===== config.mk =====
export PLATFORM = sky130hd
export DESIGN_NAME = grts_ctrl
export DESIGN_NICKNAME = d
export VERILOG_FILES = /design/src/rtl/core/grts_pkg.sv /design/src/rtl/core/grts_ctrl.sv
export SDC_FILE = /design/constraint.sdc
export NUM_CORES = 1
export LEC_CHECK = 0
export BUFFER_PORTS_ARGS = -buffer_cell sky130_fd_sc_hd__buf_2
export CORE_UTILIZATION = 42
export DETAILED_ROUTE_END_ITERATION = 6
export HOLD_SLACK_MARGIN = 0.03
export PLACE_DENSITY = 0.73
export SYNTH_ARGS = -nofsm -noshare
export SYNTH_HDL_FRONTEND = slang
export SYNTH_SLANG_ARGS = --single-unit

===== constraint.sdc =====
create_clock -name clk -period 1.5 [get_ports clk]
set_input_delay 0.3 -clock clk [delete_from_list [all_inputs] [get_ports clk]]
set_output_delay 0.3 -clock clk [all_outputs]
set_load 0.01 [all_outputs]

===== src/rtl/core/grts_pkg.sv =====
// ----------------------------------------------------------------------------
// grts_pkg: shared types and constants for the grid ray tile search
// Field widths, command/status bundles, configuration register indexes and the
// operation codes of the shared divide/multiply unit.
// ----------------------------------------------------------------------------
`default_nettype none

package grts_pkg;

	localparam int COORD_W   = 32;  // Q16.16 coordinate
	localparam int TILE_W    = 2;   // tile type code
	localparam int TIDX_W    = 12;  // tile_index field
	localparam int CFG_W     = 16;  // widest config register
	localparam int CFG_IDX_W = 2;
	localparam int MAPDIM_W  = 7;   // map_width / map_height
	localparam int CW_W      = 24;  // tile size in Q8.16
	localparam int MAG_W     = 33;  // segment delta magnitude
	localparam int PROD_W    = 57;  // CW_W x MAG_W product
	localparam int CELL_W    = 26;  // signed cell coordinate
	localparam int POSY_W    = 8;
	localparam int DIV_STEPS = 32;
	localparam int MUL_STEPS = 24;
	localparam int CNT_W     = 6;

	localparam logic OPC_WRITE = 1'b0;

	localparam logic [TILE_W-1:0] TILE_EMPTY   = 2'd0;
	localparam logic [CFG_W-1:0]  TILE_SZ_RST  = 16'd256;
	localparam logic [MAPDIM_W-1:0] MAP_DIM_RST = 7'd64;

	typedef enum logic [CFG_IDX_W-1:0] {
		CFG_TILE_WIDTH,
		CFG_TILE_HEIGHT,
		CFG_MAP_WIDTH,
		CFG_MAP_HEIGHT
	} cfg_idx_t;

	typedef enum logic [2:0] {
		MDU_DIV_SX,
		MDU_DIV_SY,
		MDU_DIV_EX,
		MDU_DIV_EY,
		MDU_MUL_NX,
		MDU_MUL_NY,
		MDU_MUL_CX,
		MDU_MUL_CY
	} mdu_op_t;

	typedef struct packed {
		logic [TIDX_W-1:0]         tile_index;
		logic [TILE_W-1:0]         tile_value;
		logic signed [COORD_W-1:0] start_x;
		logic signed [COORD_W-1:0] start_y;
		logic signed [COORD_W-1:0] end_x;
		logic signed [COORD_W-1:0] end_y;
		logic [TILE_W-1:0]         wanted_type;
	} item_t;

	typedef struct packed {
		logic    load;
		logic    clr_step;
		logic    tile_wr;
		logic    mdu_start;
		mdu_op_t mdu_op;
		logic    step;
		logic    rd_cell;
		logic    out_load;
		logic    out_hit;
	} ctrl_cmd_t;

	typedef struct packed {
		logic clr_last;
		logic mdu_busy;
		logic mdu_done;
		logic at_end;
		logic steps_done;
		logic cross_stop;
		logic match;
		logic out_busy;
	} dp_stat_t;

	// magnitude of a signed 32-bit value, 2^31 included
	function automatic logic [MAG_W-1:0] mag32(input logic signed [COORD_W-1:0] v);
		return {1'b0, v[COORD_W-1] ? (~v + 32'd1) : v};
	endfunction

endpackage

`default_nettype wire


===== src/rtl/core/grts_ctrl.sv =====
// ----------------------------------------------------------------------------
// grts_ctrl: controller of the grid ray tile search
// Sequences map clear, tile writes, the setup divides and multiplies, the
// cell-by-cell walk and the result handoff.
// ----------------------------------------------------------------------------
`default_nettype none

module grts_ctrl (
	input  wire logic                 clk,
	input  wire logic                 arst_n,
	input  wire logic                 s_tvalid,
	input  wire logic                 opcode,
	output      logic                 s_tready,
	input  wire grts_pkg::dp_stat_t   stat,
	output      grts_pkg::ctrl_cmd_t  cmd
);

	typedef enum logic [3:0] {
		ST_CLR,
		ST_IDLE,
		ST_WR,
		ST_LAUNCH,
		ST_WAIT,
		ST_DECIDE,
		ST_READ,
		ST_CHECK,
		ST_FIN
	} state_t;

	state_t             state_q;
	grts_pkg::mdu_op_t  op_q;
	logic               hit_q;

	always_ff @(posedge clk or negedge arst_n) begin
		if (!arst_n) begin
			state_q <= ST_CLR;
			op_q    <= grts_pkg::MDU_DIV_SX;
			hit_q   <= 1'b0;
		end else begin
			unique case (state_q)
				ST_CLR: if (stat.clr_last) state_q <= ST_IDLE;
				ST_IDLE: begin
					hit_q <= 1'b0;
					op_q  <= grts_pkg::MDU_DIV_SX;
					if (s_tvalid) begin
						state_q <= (opcode == grts_pkg::OPC_WRITE) ? ST_WR : ST_LAUNCH;
					end
				end
				ST_WR:     state_q <= ST_FIN;
				ST_LAUNCH: state_q <= ST_WAIT;
				ST_WAIT: begin
					if (stat.mdu_done) begin
						if (op_q == grts_pkg::MDU_MUL_CY) begin
							state_q <= ST_DECIDE;
						end else begin
							op_q    <= grts_pkg::mdu_op_t'(op_q + 1'b1);
							state_q <= ST_LAUNCH;
						end
					end
				end
				ST_DECIDE: begin
					if (stat.at_end || stat.steps_done || stat.cross_stop) begin
						state_q <= ST_FIN;
					end else begin
						state_q <= ST_READ;
					end
				end
				ST_READ: state_q <= ST_CHECK;
				ST_CHECK: begin
					if (stat.match) begin
						hit_q   <= 1'b1;
						state_q <= ST_FIN;
					end else begin
						state_q <= ST_DECIDE;
					end
				end
				ST_FIN: if (!stat.out_busy) state_q <= ST_IDLE;
				default: state_q <= ST_CLR;
			endcase
		end
	end

	always_comb begin
		cmd = '0;
		cmd.mdu_op = op_q;
		cmd.out_hit = hit_q;
		s_tready = 1'b0;
		unique case (state_q)
			ST_CLR:  cmd.clr_step = 1'b1;
			ST_IDLE: begin
				s_tready = 1'b1;
				cmd.load = s_tvalid;
			end
			ST_WR:     cmd.tile_wr = 1'b1;
			ST_LAUNCH: cmd.mdu_start = 1'b1;
			ST_DECIDE: cmd.step = !(stat.at_end || stat.steps_done || stat.cross_stop);
			ST_READ:   cmd.rd_cell = 1'b1;
			ST_FIN:    cmd.out_load = !stat.out_busy;
			default: ;
		endcase
	end

	// the shared unit is never restarted mid-operation
	a_mdu_start_idle: assert property (@(posedge clk) disable iff (!arst_n)
		cmd.mdu_start |-> !stat.mdu_busy)
		else $error("divide/multiply unit started while busy");

	// a result never overwrites one that has not been taken
	a_out_no_overwrite: assert property (@(posedge clk) disable iff (!arst_n)
		cmd.out_load |-> !stat.out_busy)
		else $error("result register overwritten");

	// map data is checked only the cycle after its read was issued
	a_check_after_read: assert property (@(posedge clk) disable iff (!arst_n)
		(state_q == ST_CHECK) |-> $past(cmd.rd_cell))
		else $error("cell checked without a read");

endmodule

`default_nettype wire


After elaboration in Yosys (flattened, before gate mapping)
Index checks and enable logic that the tools add are counted.
{"block": "totals", "reg_bits": 8, "input_bits": 12, "out_inout_bits": 12, "elab_cells": 51}
{"block": "classes", "add_sub_neg": 1, "n_eq_ne": 15, "mux": 22, "n_reduce_logical": 10}
{"op": "4-bit case mux with 9 select lines", "n": 1}
{"op": "4-bit 2-to-1 mux", "n": 6}
{"op": "4-bit by 3-bit == test with 1-bit output (second input constant)", "n": 4}
{"op": "2-bit != test (second input constant)", "n": 6}
{"op": "1-bit 2-to-1 mux", "n": 10}
{"op": "3-bit 2-to-1 mux", "n": 3}
{"op": "4-bit by 2-bit == test with 1-bit output (second input constant)", "n": 2}
{"op": "3-bit case mux with 2 select lines", "n": 1}
{"op": "4-bit by 1-bit == test with 1-bit output (second input constant)", "n": 1}
{"op": "4-bit == test (second input constant)", "n": 1}
{"op": "4-bit zero test", "n": 1}
{"op": "4-bit AND reduction", "n": 1}
{"op": "2-bit nonzero test", "n": 2}
{"op": "3-bit by 1-bit adder with 3-bit output (second input constant)", "n": 1}
{"op": "3-bit == test (second input constant)", "n": 1}
{"op": "3-bit AND reduction", "n": 1}
{"op": "1-bit zero test", "n": 2}
{"op": "1-bit logical OR", "n": 2}
{"op": "1-bit case mux with 2 select lines", "n": 1}
{"op": "2-bit AND reduction", "n": 1}

Logic depth before layout (Yosys ltp)
Gate-level depths: netlist of run 1.
{"block": "depth", "word_depth": 4, "mapped_depth": 6, "ltp_nobuf": 6}

Worst setup path before layout of run 1
OpenSTA, ideal clock, no wires.
{"block": "synth_timing", "kind": "reg2reg", "from": "register op_q[0]", "to": "register op_q[0]", "setup_time_ns": 0.125, "arrival_time_ns": 1.572, "required_time_ns": 1.375, "setup_slack_ns": -0.197, "path_stages_with_launch": 7, "path_buffers": 0, "period_less_slack_ns": 1.697, "cell_sequence": "dfrtp_1 > ha_1 > ha_1 > inv_1 > a31oi_1 > or3_4 > mux2_4"}
{"block": "synth_via", "elab_chain_len": 4, "word_cells_on_any_way": 7, "cone_classes": "add/sub: 1; eq/ne: 2; mux: 3; reduce/logical: 1"}
{"item": "from (decl)", "line": "grts_ctrl.sv:31", "source": "grts_pkg::mdu_op_t op_q;"}
{"item": "from (signal assigned)", "line": "grts_ctrl.sv:37", "source": "op_q <= grts_pkg::MDU_DIV_SX;"}
{"item": "from (signal assigned)", "line": "grts_ctrl.sv:44", "source": "op_q <= grts_pkg::MDU_DIV_SX;"}
{"item": "from (signal assigned)", "line": "grts_ctrl.sv:56", "source": "op_q <= grts_pkg::mdu_op_t'(op_q + 1'b1);"}
{"item": "3-bit by 1-bit adder with 3-bit output", "line": "grts_ctrl.sv:56"}
{"item": "3-bit 2-to-1 mux", "line": "grts_ctrl.sv:53", "source": "if (op_q == grts_pkg::MDU_MUL_CY) begin"}
{"item": "3-bit 2-to-1 mux", "line": "grts_ctrl.sv:52", "source": "if (stat.mdu_done) begin"}
{"item": "3-bit case mux with 2 select lines", "line": "grts_ctrl.sv:40", "source": "unique case (state_q)"}
Several ways; a longest one is shown, not always the timed one. The select of a mux whose other input is x is not followed.
A chain may end at the register's enable or synchronous reset.

Final worst setup path of run 1
Same ends and word-level chain as after synthesis.

==> results of run 1 <==
critical path: cells and delay by family (launching register included):
kind	cells	cell delay (ns)
DFF	1	0.39
adders and majority gates	2	0.36
and+or+nand+nor	1	0.34
muxes	1	0.30
AOI/OAI and AO/OA	1	0.06
buffers and inverters	1	0.05
area by class of cell:
class	count	area share, %
multi-input combinational	63	43.6
timing repair buffer	45	30.0
sequential	8	19.8
inverter	7	2.56
clock buffer	3	2.20
tap	15	1.83
power breakdown:
group	total [mW]	switching [mW]	internal, mW	leakage, nW
clock	0.166	0.0739	0.0916	0.0138
combinational	1.24	0.599	0.642	0.422
sequential	0.372	0.0925	0.280	0.105
logic make-up after synthesis:
family	share of synthesized area, %
compound gates	18.0
fa+ha+maj	4.01
buf+inv	7.82
mux	5.61
simple gates	32.5
flops	32.1
Yosys cell counts:
cell | n | share of area [%]
o21ai_0 | 7 | 5.6
mux2_4 | 1 | 2.4
nor3_1 | 5 | 4.0
nor2b_1 | 3 | 3.0
and2b_1 | 1 | 1.2
clkbuf_1 | 4 | 2.4
mux2i_1 | 2 | 3.2
and3_1 | 2 | 2.0
nor4_1 | 1 | 1.0
nand4_1 | 1 | 1.0
o32a_1 | 1 | 1.6
a31oi_1 | 1 | 1.0
nor4bb_1 | 1 | 1.6
buf_4 | 1 | 1.2
o31ai_1 | 1 | 1.2
ha_1 | 2 | 4.0
o22ai_1 | 2 | 2.0
nand2b_1 | 5 | 5.0
inv_1 | 7 | 4.2
or3_4 | 1 | 1.8
nor2_1 | 7 | 4.2
a21oi_1 | 5 | 4.0
a22o_1 | 1 | 1.4
nand2_1 | 11 | 6.6
dfrtp_1 | 8 | 32
a211oi_1 | 1 | 1.2
or3_1 | 1 | 1.0
final timing paths:
kind                               to  slack [ns]  depth (start not counted)
max in group asynchronous  state_q[1]        0.90                          2
hold / removal             state_q[2]        0.30                          2
hold reg to reg                 hit_q        0.53                          2
setup reg to reg              op_q[0]       -0.11                          6
setup / recovery              op_q[0]       -0.11                          6
min in group asynchronous     op_q[0]        0.42                          2
metal layers:
layer	wire, µm	GRT usage (%)	up-vias
met2	1010	49.6	36
met3	117	8.33	4
li1	-	-	377
met5	0	0	-
met4	40	10.0	0
met1	813	29.6	354
metrics by stage:
step / hold slack, ns / instance area, µm² / cells / setup TNS, ns
after floorplan: 0.00441 / 627 / 83 / -0.166
after global placement: 0.148 / 823 / 127 / -0.243
after detailed placement: 0.149 / 823 / 127 / -0.308
after CTS: 0.283 / 991 / 141 / -0.423
after global routing: 0.286 / 1020 / 141 / -1.07
final: 0.299 / 1020 / 141 / -0.492
registers in the layout, indices dropped and copies added (netlist names):
name / cells
hit_q: 1
state_q: 4
op_q: 3
what timing repair did:
| action | CTS | global route |
|---|---|---|
| setup buffers | 9 | 0 |
| pin swaps | 2 | 2 |
| cloned | 1 | 0 |
| endpoints found under the setup margin | 11 | 11 |
| hold buffers | 1 | 0 |
| gates resized for setup | 19 | 9 |
| hold endpoints to repair | 8 | 0 |
==> flow_metrics.env, run 1 <==
export IMPL_path_clk_slew_ns=0.05
export IMPL_clock_root_buffer="clkbuf_4"
export IMPL_grt_max_degree=16
export IMPL_pre_cts_ws_ns=-0.129
export IMPL_drc=0
export IMPL_leakage_nw=0.540
export IMPL_via_count=771
export IMPL_clk_latency_ns=0.26
export IMPL_dp_hpwl_mm=1.19
export IMPL_wl_per_cell_um=14.0
export IMPL_status="complete, but fails checks"
export IMPL_hold_path_class="in2reg"
export IMPL_gp_congestion=0.864
export IMPL_p_total_mw=1.78
export IMPL_timing_hold_violations_final=0
export IMPL_multiInputGateArea_um2=447
export IMPL_finalCritPeriodShare_pct=107
export IMPL_drive_above_1_share_pct=53.2
export IMPL_synth_seq_cells=8
export IMPL_critical_path_arrival_ns=1.75
export IMPL_nets=142
export IMPL_worst_pin_slew_ns=0.258
export IMPL_cts_tree="done"
export IMPL_cp_start_kind="flip-flop"
export IMPL_syn_to_final_growth_pct=64.1
export IMPL_syn_inst=83
export IMPL_antenna_found_initial=0
export IMPL_routed_wirelength_mm=1.98
export IMPL_grt_pass1_vias=698
export IMPL_ys_types=27
export IMPL_drt_iter0_markers=34
export IMPL_max_clock_path_buffers=2
export IMPL_maxSlewHeadroom_pct=82.6
export IMPL_rows=13
export IMPL_crit_reg2reg_launch="op_q[0]"
export IMPL_n_fill_cell=98
export IMPL_regArea_um2=203
export IMPL_crit_slowest_cell="dfrtp_1"
export IMPL_startpoint="op_q[0]"
export IMPL_period_minus_slack_ns=1.61
export IMPL_final_core_util_pct=76.8
export IMPL_grt_use_total_pct=27.5
export IMPL_rsz0062_at_grt="yes"
export IMPL_cpPeakStageDelay_ns=0.39
export IMPL_dieArea_um2=1640
export IMPL_dr_pass1_iters=4
export IMPL_detail_route_antenna_nets=0
export IMPL_ir_drop_mv=1.05
export IMPL_cap_viol_max_count=0
export IMPL_cts_made_buffers=3
export IMPL_grt_first_pass_wirelength_mm=2.86
export IMPL_viasPerCell=5.47
export IMPL_crit_chain="ha_2, ha_4, inv_2, a31oi_1, or3_4, mux2_4"
export IMPL_drv_slew=0
export IMPL_required_ns=1.64
export IMPL_clock_sinks=8
export IMPL_synth_fp_nets=97
export IMPL_setup_viol=10
export IMPL_syn_cell_area_um2=624
export IMPL_start_util_pct=46.8
export IMPL_overflow=0
export IMPL_yosysSeqAreaShare_pct=32.1
export IMPL_worstHoldStart="stat[5]"
export IMPL_cp_end_kind="flip-flop"
export IMPL_powerDensity_nw_per_um2=1740
export IMPL_die_y_um=40.6
export IMPL_violations="setup timing"
export IMPL_final_cell_mix="22 x buf_2, 16 x buf_4, 8 x nand2_1"
export IMPL_coreArea_um2=1330
export IMPL_insertedDiodeCount=0
export IMPL_crit_type="reg2reg"
export IMPL_critPathMaxFanout=2
export IMPL_timing_fmax_ghz=0.622
export IMPL_layout_commonest_cell="buf_2"
export IMPL_io_pins=24
export IMPL_fin_ws_ns=-0.108
export IMPL_ctsHtreeMaxLevel=1
export IMPL_avgSynthCellArea_um2=7.52
export IMPL_skew_ns=0.00191
export IMPL_die_x_um=40.6
export IMPL_io_buffers=22
export IMPL_ys_warn_count=0
Power figures use the tool's default switching activity.
==> run 2, diff against run 1 <==
--- a/config.mk
+++ b/config.mk
@@ -10,6 +10,7 @@
 export DETAILED_ROUTE_END_ITERATION = 6
 export HOLD_SLACK_MARGIN = 0.03
 export PLACE_DENSITY = 0.73
+export SKIP_CTS_REPAIR_TIMING = 1
 export SYNTH_ARGS = -nofsm -noshare
 export SYNTH_HDL_FRONTEND = slang
 export SYNTH_SLANG_ARGS = --single-unit
==> flow_metrics.env, run 2 (synthesis gave the netlist of run 1 again) <==
export IMPL_status="complete, but fails checks"
export IMPL_violations="setup timing"
export IMPL_dr_pass1_iters=4
export IMPL_grt_busiest_layer="met2"
export IMPL_final_core_util_pct=73.9
export IMPL_crit_type="reg2reg"
export IMPL_viasPerCell=5.48
export IMPL_rows=13
export IMPL_finalCritPeriodShare_pct=108
export IMPL_r2r_end="op_q[0]"
export IMPL_r2r_worst_path_cells=6
export IMPL_p_total_mw=1.71
export IMPL_cts_made_buffers=3
export IMPL_final_cell_area_um2=986
export IMPL_place_area_um2=823
export IMPL_via_count=773
export IMPL_startpoint="op_q[0]"
export IMPL_use_met1_pct=25.5
export IMPL_cp_start_kind="flip-flop"
export IMPL_pre_cts_ws_ns=-0.129
export IMPL_gp_congestion=0.864
export IMPL_powerDensity_nw_per_um2=1730
export IMPL_start_util_pct=46.8
export IMPL_period_minus_slack_ns=1.62
export IMPL_pwr_share_seq_pct=20.2
export IMPL_reg_top3="state_q (4), op_q (3), hit_q (1)"
export IMPL_drive_above_1_share_pct=49.2
export IMPL_antenna_found_initial=0
export IMPL_coreArea_um2=1330
export IMPL_grt_use_total_pct=21.2
export IMPL_clk_latency_ns=0.26
export IMPL_power_switching_mw=0.734
export IMPL_rsz0062_at_grt="yes"
export IMPL_tns_ns=-0.638
export IMPL_worst_pin_slew_ns=0.251
export IMPL_switching_share_pct=43.0
export IMPL_ctsHtreeMaxLevel=1
export IMPL_grt_first_pass_wirelength_mm=2.28
export IMPL_leakage_nw=0.529
export IMPL_required_ns=1.64
export IMPL_io_pins=24
export IMPL_layout_commonest_cell="buf_2"
export IMPL_worst_r2r_setup_slack_ns=-0.12
export IMPL_cts_tree="done"
export IMPL_largest_register="state_q"
export IMPL_max_clock_path_buffers=2
export IMPL_die_y_um=40.6
export IMPL_die_x_um=40.6
export IMPL_dieArea_um2=1640
export IMPL_overflow=0
export IMPL_io_buffers=22
export IMPL_n_fill_cell=105
export IMPL_routed_wirelength_mm=1.88
export IMPL_power_share_clock_pct=9.8
export IMPL_drv_slew=0
export IMPL_wl_per_cell_um=13.3
export IMPL_multiInputGateArea_um2=428
export IMPL_skew_ns=0.00257
export IMPL_cap_viol_max_count=0
export IMPL_syn_to_final_growth_pct=57.9
export IMPL_path_clk_slew_ns=0.05
export IMPL_final_cell_mix="22 x buf_2, 17 x buf_4, 10 x nand2_1"
export IMPL_critical_path_arrival_ns=1.76
export IMPL_largest_reg_flops=4
export IMPL_endpoint="op_q[0]"
export IMPL_p_int_mw=0.973
export IMPL_regArea_um2=203
export IMPL_grt_pass1_vias=581
export IMPL_maxSlewHeadroom_pct=83.1
export IMPL_cp_end_kind="flip-flop"
export IMPL_clock_sinks=8
export IMPL_combPwrFrac_pct=70.0
export IMPL_grt_max_degree=16
export IMPL_drt_iter0_markers=26
export IMPL_drc=0
export IMPL_clock_root_buffer="clkbuf_4"
export IMPL_setup_viol=9
export IMPL_detail_route_antenna_nets=0
export IMPL_ir_drop_mv=1.01
export IMPL_gr_usage_met3_pct=8.33
export IMPL_hold_path_class="in2reg"
export IMPL_hold_depth=2
export IMPL_critPathMaxFanout=2
export IMPL_met2_usage_pct=35.7
export IMPL_dp_hpwl_mm=1.19
export IMPL_timing_hold_violations_final=0
export IMPL_nets=142
export IMPL_timing_fmax_ghz=0.619
export IMPL_fin_ws_ns=-0.117
export IMPL_insertedDiodeCount=0
export IMPL_crit_reg2reg_launch="op_q[0]"
[run 2: cell types whose count changed in the layout (fill, tap and decap cells not counted), sizes merged]
cell and delta:
clkbuf +3, buf -3
[run 2: critical path: stages, from the launching register on]
cell and delay [ns]:
dfrtp_1 0.39, ha_2 0.19, ha_4 0.16, inv_2 0.05
a31oi_1 0.07, or3_4 0.34, mux2_4 0.30
[run 2: worst min-delay path by stage]
stage	end	slack [ns]	startpoint
after CTS	op_q[0]	-0.13	arst_n
after global placement	op_q[0]	0.15	arst_n
after detailed placement	state_q[0]	0.15	arst_n
after floorplan	hit_q	0.004	arst_n
after global routing	state_q[2]	0.30	stat[5]
final	state_q[2]	0.30	stat[5]
[run 2: area by class of cell]
| type | instances | area share, % |
|---|---|---|
| tap | 15 | 1.90 |
| timing repair buffer | 45 | 28.9 |
| sequential | 8 | 20.6 |
| multi-input combinational | 63 | 43.4 |
| inverter | 7 | 2.92 |
| clock buffer | 3 | 2.28 |
[run 2: per-stage QoR]
step	hold WS (ns)	instances
final	0.298	141
after global routing	0.297	141
after CTS	-0.132	130
after detailed placement	0.149	127
after global placement	0.148	127
after floorplan	0.00441	83
[run 2: power by group through the flow]
stage          Clock (mW)  Sequential (mW)  Combinational, mW
3_3_place_gp            0            0.348              0.897
4_1_cts             0.173            0.348              0.915
5_1_grt             0.184            0.351               1.28
3_5_place_dp            0            0.352              0.913
2_1_floorplan           0            0.336              0.581
6_report            0.168            0.344               1.19
[run 2: metal layers]
layer	wire length, µm	part of all wire (%)	vias to the layer above
met4	0	0	0
met2	974	52	25
li1	-	-	374
met1	813	43	374
met3	91	4.8	0
met5	0	0	-
==> run 3, diff against run 2 <==
--- a/config.mk
+++ b/config.mk
@@ -5,11 +5,13 @@
 export SDC_FILE = /design/constraint.sdc
 export NUM_CORES = 1
 export LEC_CHECK = 0
+export ABC_AREA = 1
 export BUFFER_PORTS_ARGS = -buffer_cell sky130_fd_sc_hd__buf_2
-export CORE_UTILIZATION = 42
+export CORE_UTILIZATION = 41
+export CTS_CLUSTER_DIAMETER = 100
 export DETAILED_ROUTE_END_ITERATION = 6
 export HOLD_SLACK_MARGIN = 0.03
-export PLACE_DENSITY = 0.73
+export PLACE_DENSITY = 0.72
 export SKIP_CTS_REPAIR_TIMING = 1
 export SYNTH_ARGS = -nofsm -noshare
 export SYNTH_HDL_FRONTEND = slang
==> flow_metrics.env, run 3 <==
export IMPL_status="complete, but fails checks"
export IMPL_violations="setup timing"
export IMPL_dp_hpwl_mm=1.06
export IMPL_clock_sinks=8
export IMPL_clock_root_buffer="clkbuf_4"
export IMPL_reg_top3="state_q (4), op_q (3), hit_q (1)"
export IMPL_crit_chain="nor2_4, buf_6, nand3_2, inv_1, buf_2"
export IMPL_worst_pin_slew_ns=0.182
export IMPL_rows=13
export IMPL_required_ns=1.20
export IMPL_cts_made_buffers=3
export IMPL_ys_types=21
export IMPL_critical_path_arrival_ns=1.32
export IMPL_io_pins=24
export IMPL_cts_tree="done"
export IMPL_n_fill_cell=116
export IMPL_clk_latency_ns=0.25
export IMPL_synth_top_cells_by_count="21 x nand2_1, 16 x inv_1, 9 x nand3_1, 8 x dfrtp_1"
export IMPL_crit_type="reg2out"
export IMPL_syn_to_final_growth_pct=49.5
export IMPL_via_count=659
export IMPL_start_util_pct=45.7
export IMPL_dp_cells=122
export IMPL_yosysMostFrequentCell="nand2_1"
export IMPL_synth_fp_nets=98
export IMPL_multiInputGateArea_um2=382
export IMPL_yosysSeqAreaShare_pct=32.9
export IMPL_grt_use_total_pct=19.5
export IMPL_syn_cell_area_um2=609
export IMPL_final_cell_mix="21 x buf_2, 19 x nand2_1, 11 x inv_1"
export IMPL_r2r_end="op_q[1]"
export IMPL_max_clock_path_buffers=2
export IMPL_path_clk_slew_ns=0.06
export IMPL_period_minus_slack_ns=1.62
export IMPL_maxSlewHeadroom_pct=87.8
export IMPL_finalCritPeriodShare_pct=108
export IMPL_viasPerCell=4.92
export IMPL_synth_largest_area_cell="dfrtp_1"
export IMPL_grt_first_pass_wirelength_mm=2.15
export IMPL_die_x_um=40.6
export IMPL_final_cells=134
export IMPL_drt_iter0_markers=11
export IMPL_insertedDiodeCount=0
export IMPL_avgSynthCellArea_um2=7.25
export IMPL_synth_edf_count=0
export IMPL_r2r_worst_path_cells=6
export IMPL_path_delay_family="flip-flops"
export IMPL_layout_commonest_cell="buf_2"
export IMPL_skew_ns=0.00655
export IMPL_drc=0
export IMPL_worst_r2r_setup_slack_ns=0.11
export IMPL_synth_seq_cells=8
export IMPL_ctsHtreeMaxLevel=1
export IMPL_cp_end_kind="output port"
export IMPL_detail_route_antenna_nets=0
export IMPL_hold_path_class="in2reg"
export IMPL_hold_depth=3
export IMPL_grt_pass1_vias=534
export IMPL_fin_hold_ws_ns=0.334
export IMPL_rsz0062_at_grt="yes"
export IMPL_io_buffers=22
export IMPL_fin_ws_ns=-0.118
export IMPL_overflow=0
export IMPL_crit_slowest_cell="dfrtp_2"
export IMPL_pre_cts_ws_ns=0.0744
export IMPL_regArea_um2=203
export IMPL_min_to="state_q[3]"
export IMPL_async_flop_share_pct=100
export IMPL_worstHoldStart="stat[2]"
export IMPL_nets=135
export IMPL_dieArea_um2=1640
export IMPL_crit_reg2reg_launch="op_q[0]"
export IMPL_antenna_found_initial=0
export IMPL_routed_wirelength_mm=1.60
export IMPL_grt_max_degree=9
export IMPL_leakage_nw=0.578
export IMPL_cpPeakStageDelay_ns=0.47
export IMPL_gp_congestion=0.854
export IMPL_die_y_um=40.6
export IMPL_critPathMaxFanout=5
export IMPL_cp_start_kind="flip-flop"
export IMPL_wl_per_cell_um=11.9
export IMPL_timing_fmax_ghz=0.618
export IMPL_tns_ns=-0.391
export IMPL_dr_pass1_iters=4
export IMPL_powerDensity_nw_per_um2=1720
export IMPL_ys_warn_count=0
export IMPL_critPathBufInv=3
export IMPL_synth_top_area_share_pct=32.9
export IMPL_synthFlopType="dfrtp_1"
export IMPL_coreArea_um2=1330
export IMPL_drv_slew=0
export IMPL_largest_register="state_q"
export IMPL_timing_hold_violations_final=0
export IMPL_setup_viol=5
export IMPL_ir_drop_mv=1.11
export IMPL_syn_inst=84
export IMPL_drive_above_1_share_pct=50.4
export IMPL_cap_viol_max_count=0
export IMPL_largest_reg_flops=4
export IMPL_yosys_top_cells_area="dfrtp_1 33%, nand2_1 13%, inv_1 9.9%"
==> run 3: cell types whose count changed in the layout (fill, tap and decap cells not counted), moves of 5 or more <==
cell,delta
a21oi_1,-5
buf_4,-11
nand2_1,+9
inv_1,+6
nand3_1,+7
==> run 3: routing by layer <==
metal / wire length, µm / GRT usage (%) / vias up / part of all wire [%]
li1: - / - / 343 / -
met1: 662 / 23.9 / 293 / 41
met2: 854 / 34.5 / 21 / 53
met3: 69 / 1.67 / 2 / 4.3
met4: 15 / 7.50 / 0 / 0.94
met5: 0 / 0 / - / 0
==> run 3: cells by family after synthesis <==
group                      Yosys count  share of synthesized area (%)
DFF                                  8                           32.9
and+or+nand+nor                     51                           45.0
AOI/OAI and AO/OA                    5                           6.37
buffers and inverters               18                           11.7
adders and majority gates            2                           4.11
==> run 3: tightest hold or removal path: stages <==
cell	delay, ns
buf_2	0.09
o21ai_0	0.08
nand4_1	0.08
==> run 3: through the flow <==
step | util, % | power [mW] | area [µm²]
2_1_floorplan | - | 0.857 | 609
3_3_place_gp | 55.9 | 1.06 | 746
3_5_place_dp | 55.9 | 1.07 | 746
4_1_cts | 57.6 | 1.24 | 768
5_1_grt | 68.3 | 1.69 | 911
6_report | 68.3 | 1.56 | 911
==> run 3: worst max path at each step <==
stage | startpoint | end | cells past startpoint
floorplan | state_q[0] | cmd[1] | 3
global placement | state_q[2] | cmd[10] | 4
finish | state_q[2] | cmd[8] | 5
global route | state_q[2] | cmd[10] | 4
CTS | state_q[1] | cmd[1] | 4
detailed placement | state_q[1] | cmd[1] | 4
==> run 3: power by group <==
part	internal, mW	leakage [nW]	switching [mW]
registers	0.275	0.105	0.0783
clock network	0.0913	0.0138	0.0699
logic	0.469	0.460	0.579
==> run 3: layout make-up <==
class	count	area share, %
multi-input combinational	58	41.9
timing repair buffer	33	23.8
sequential	8	22.3
inverter	17	7.55
clock buffer	3	2.47
tap	15	2.06
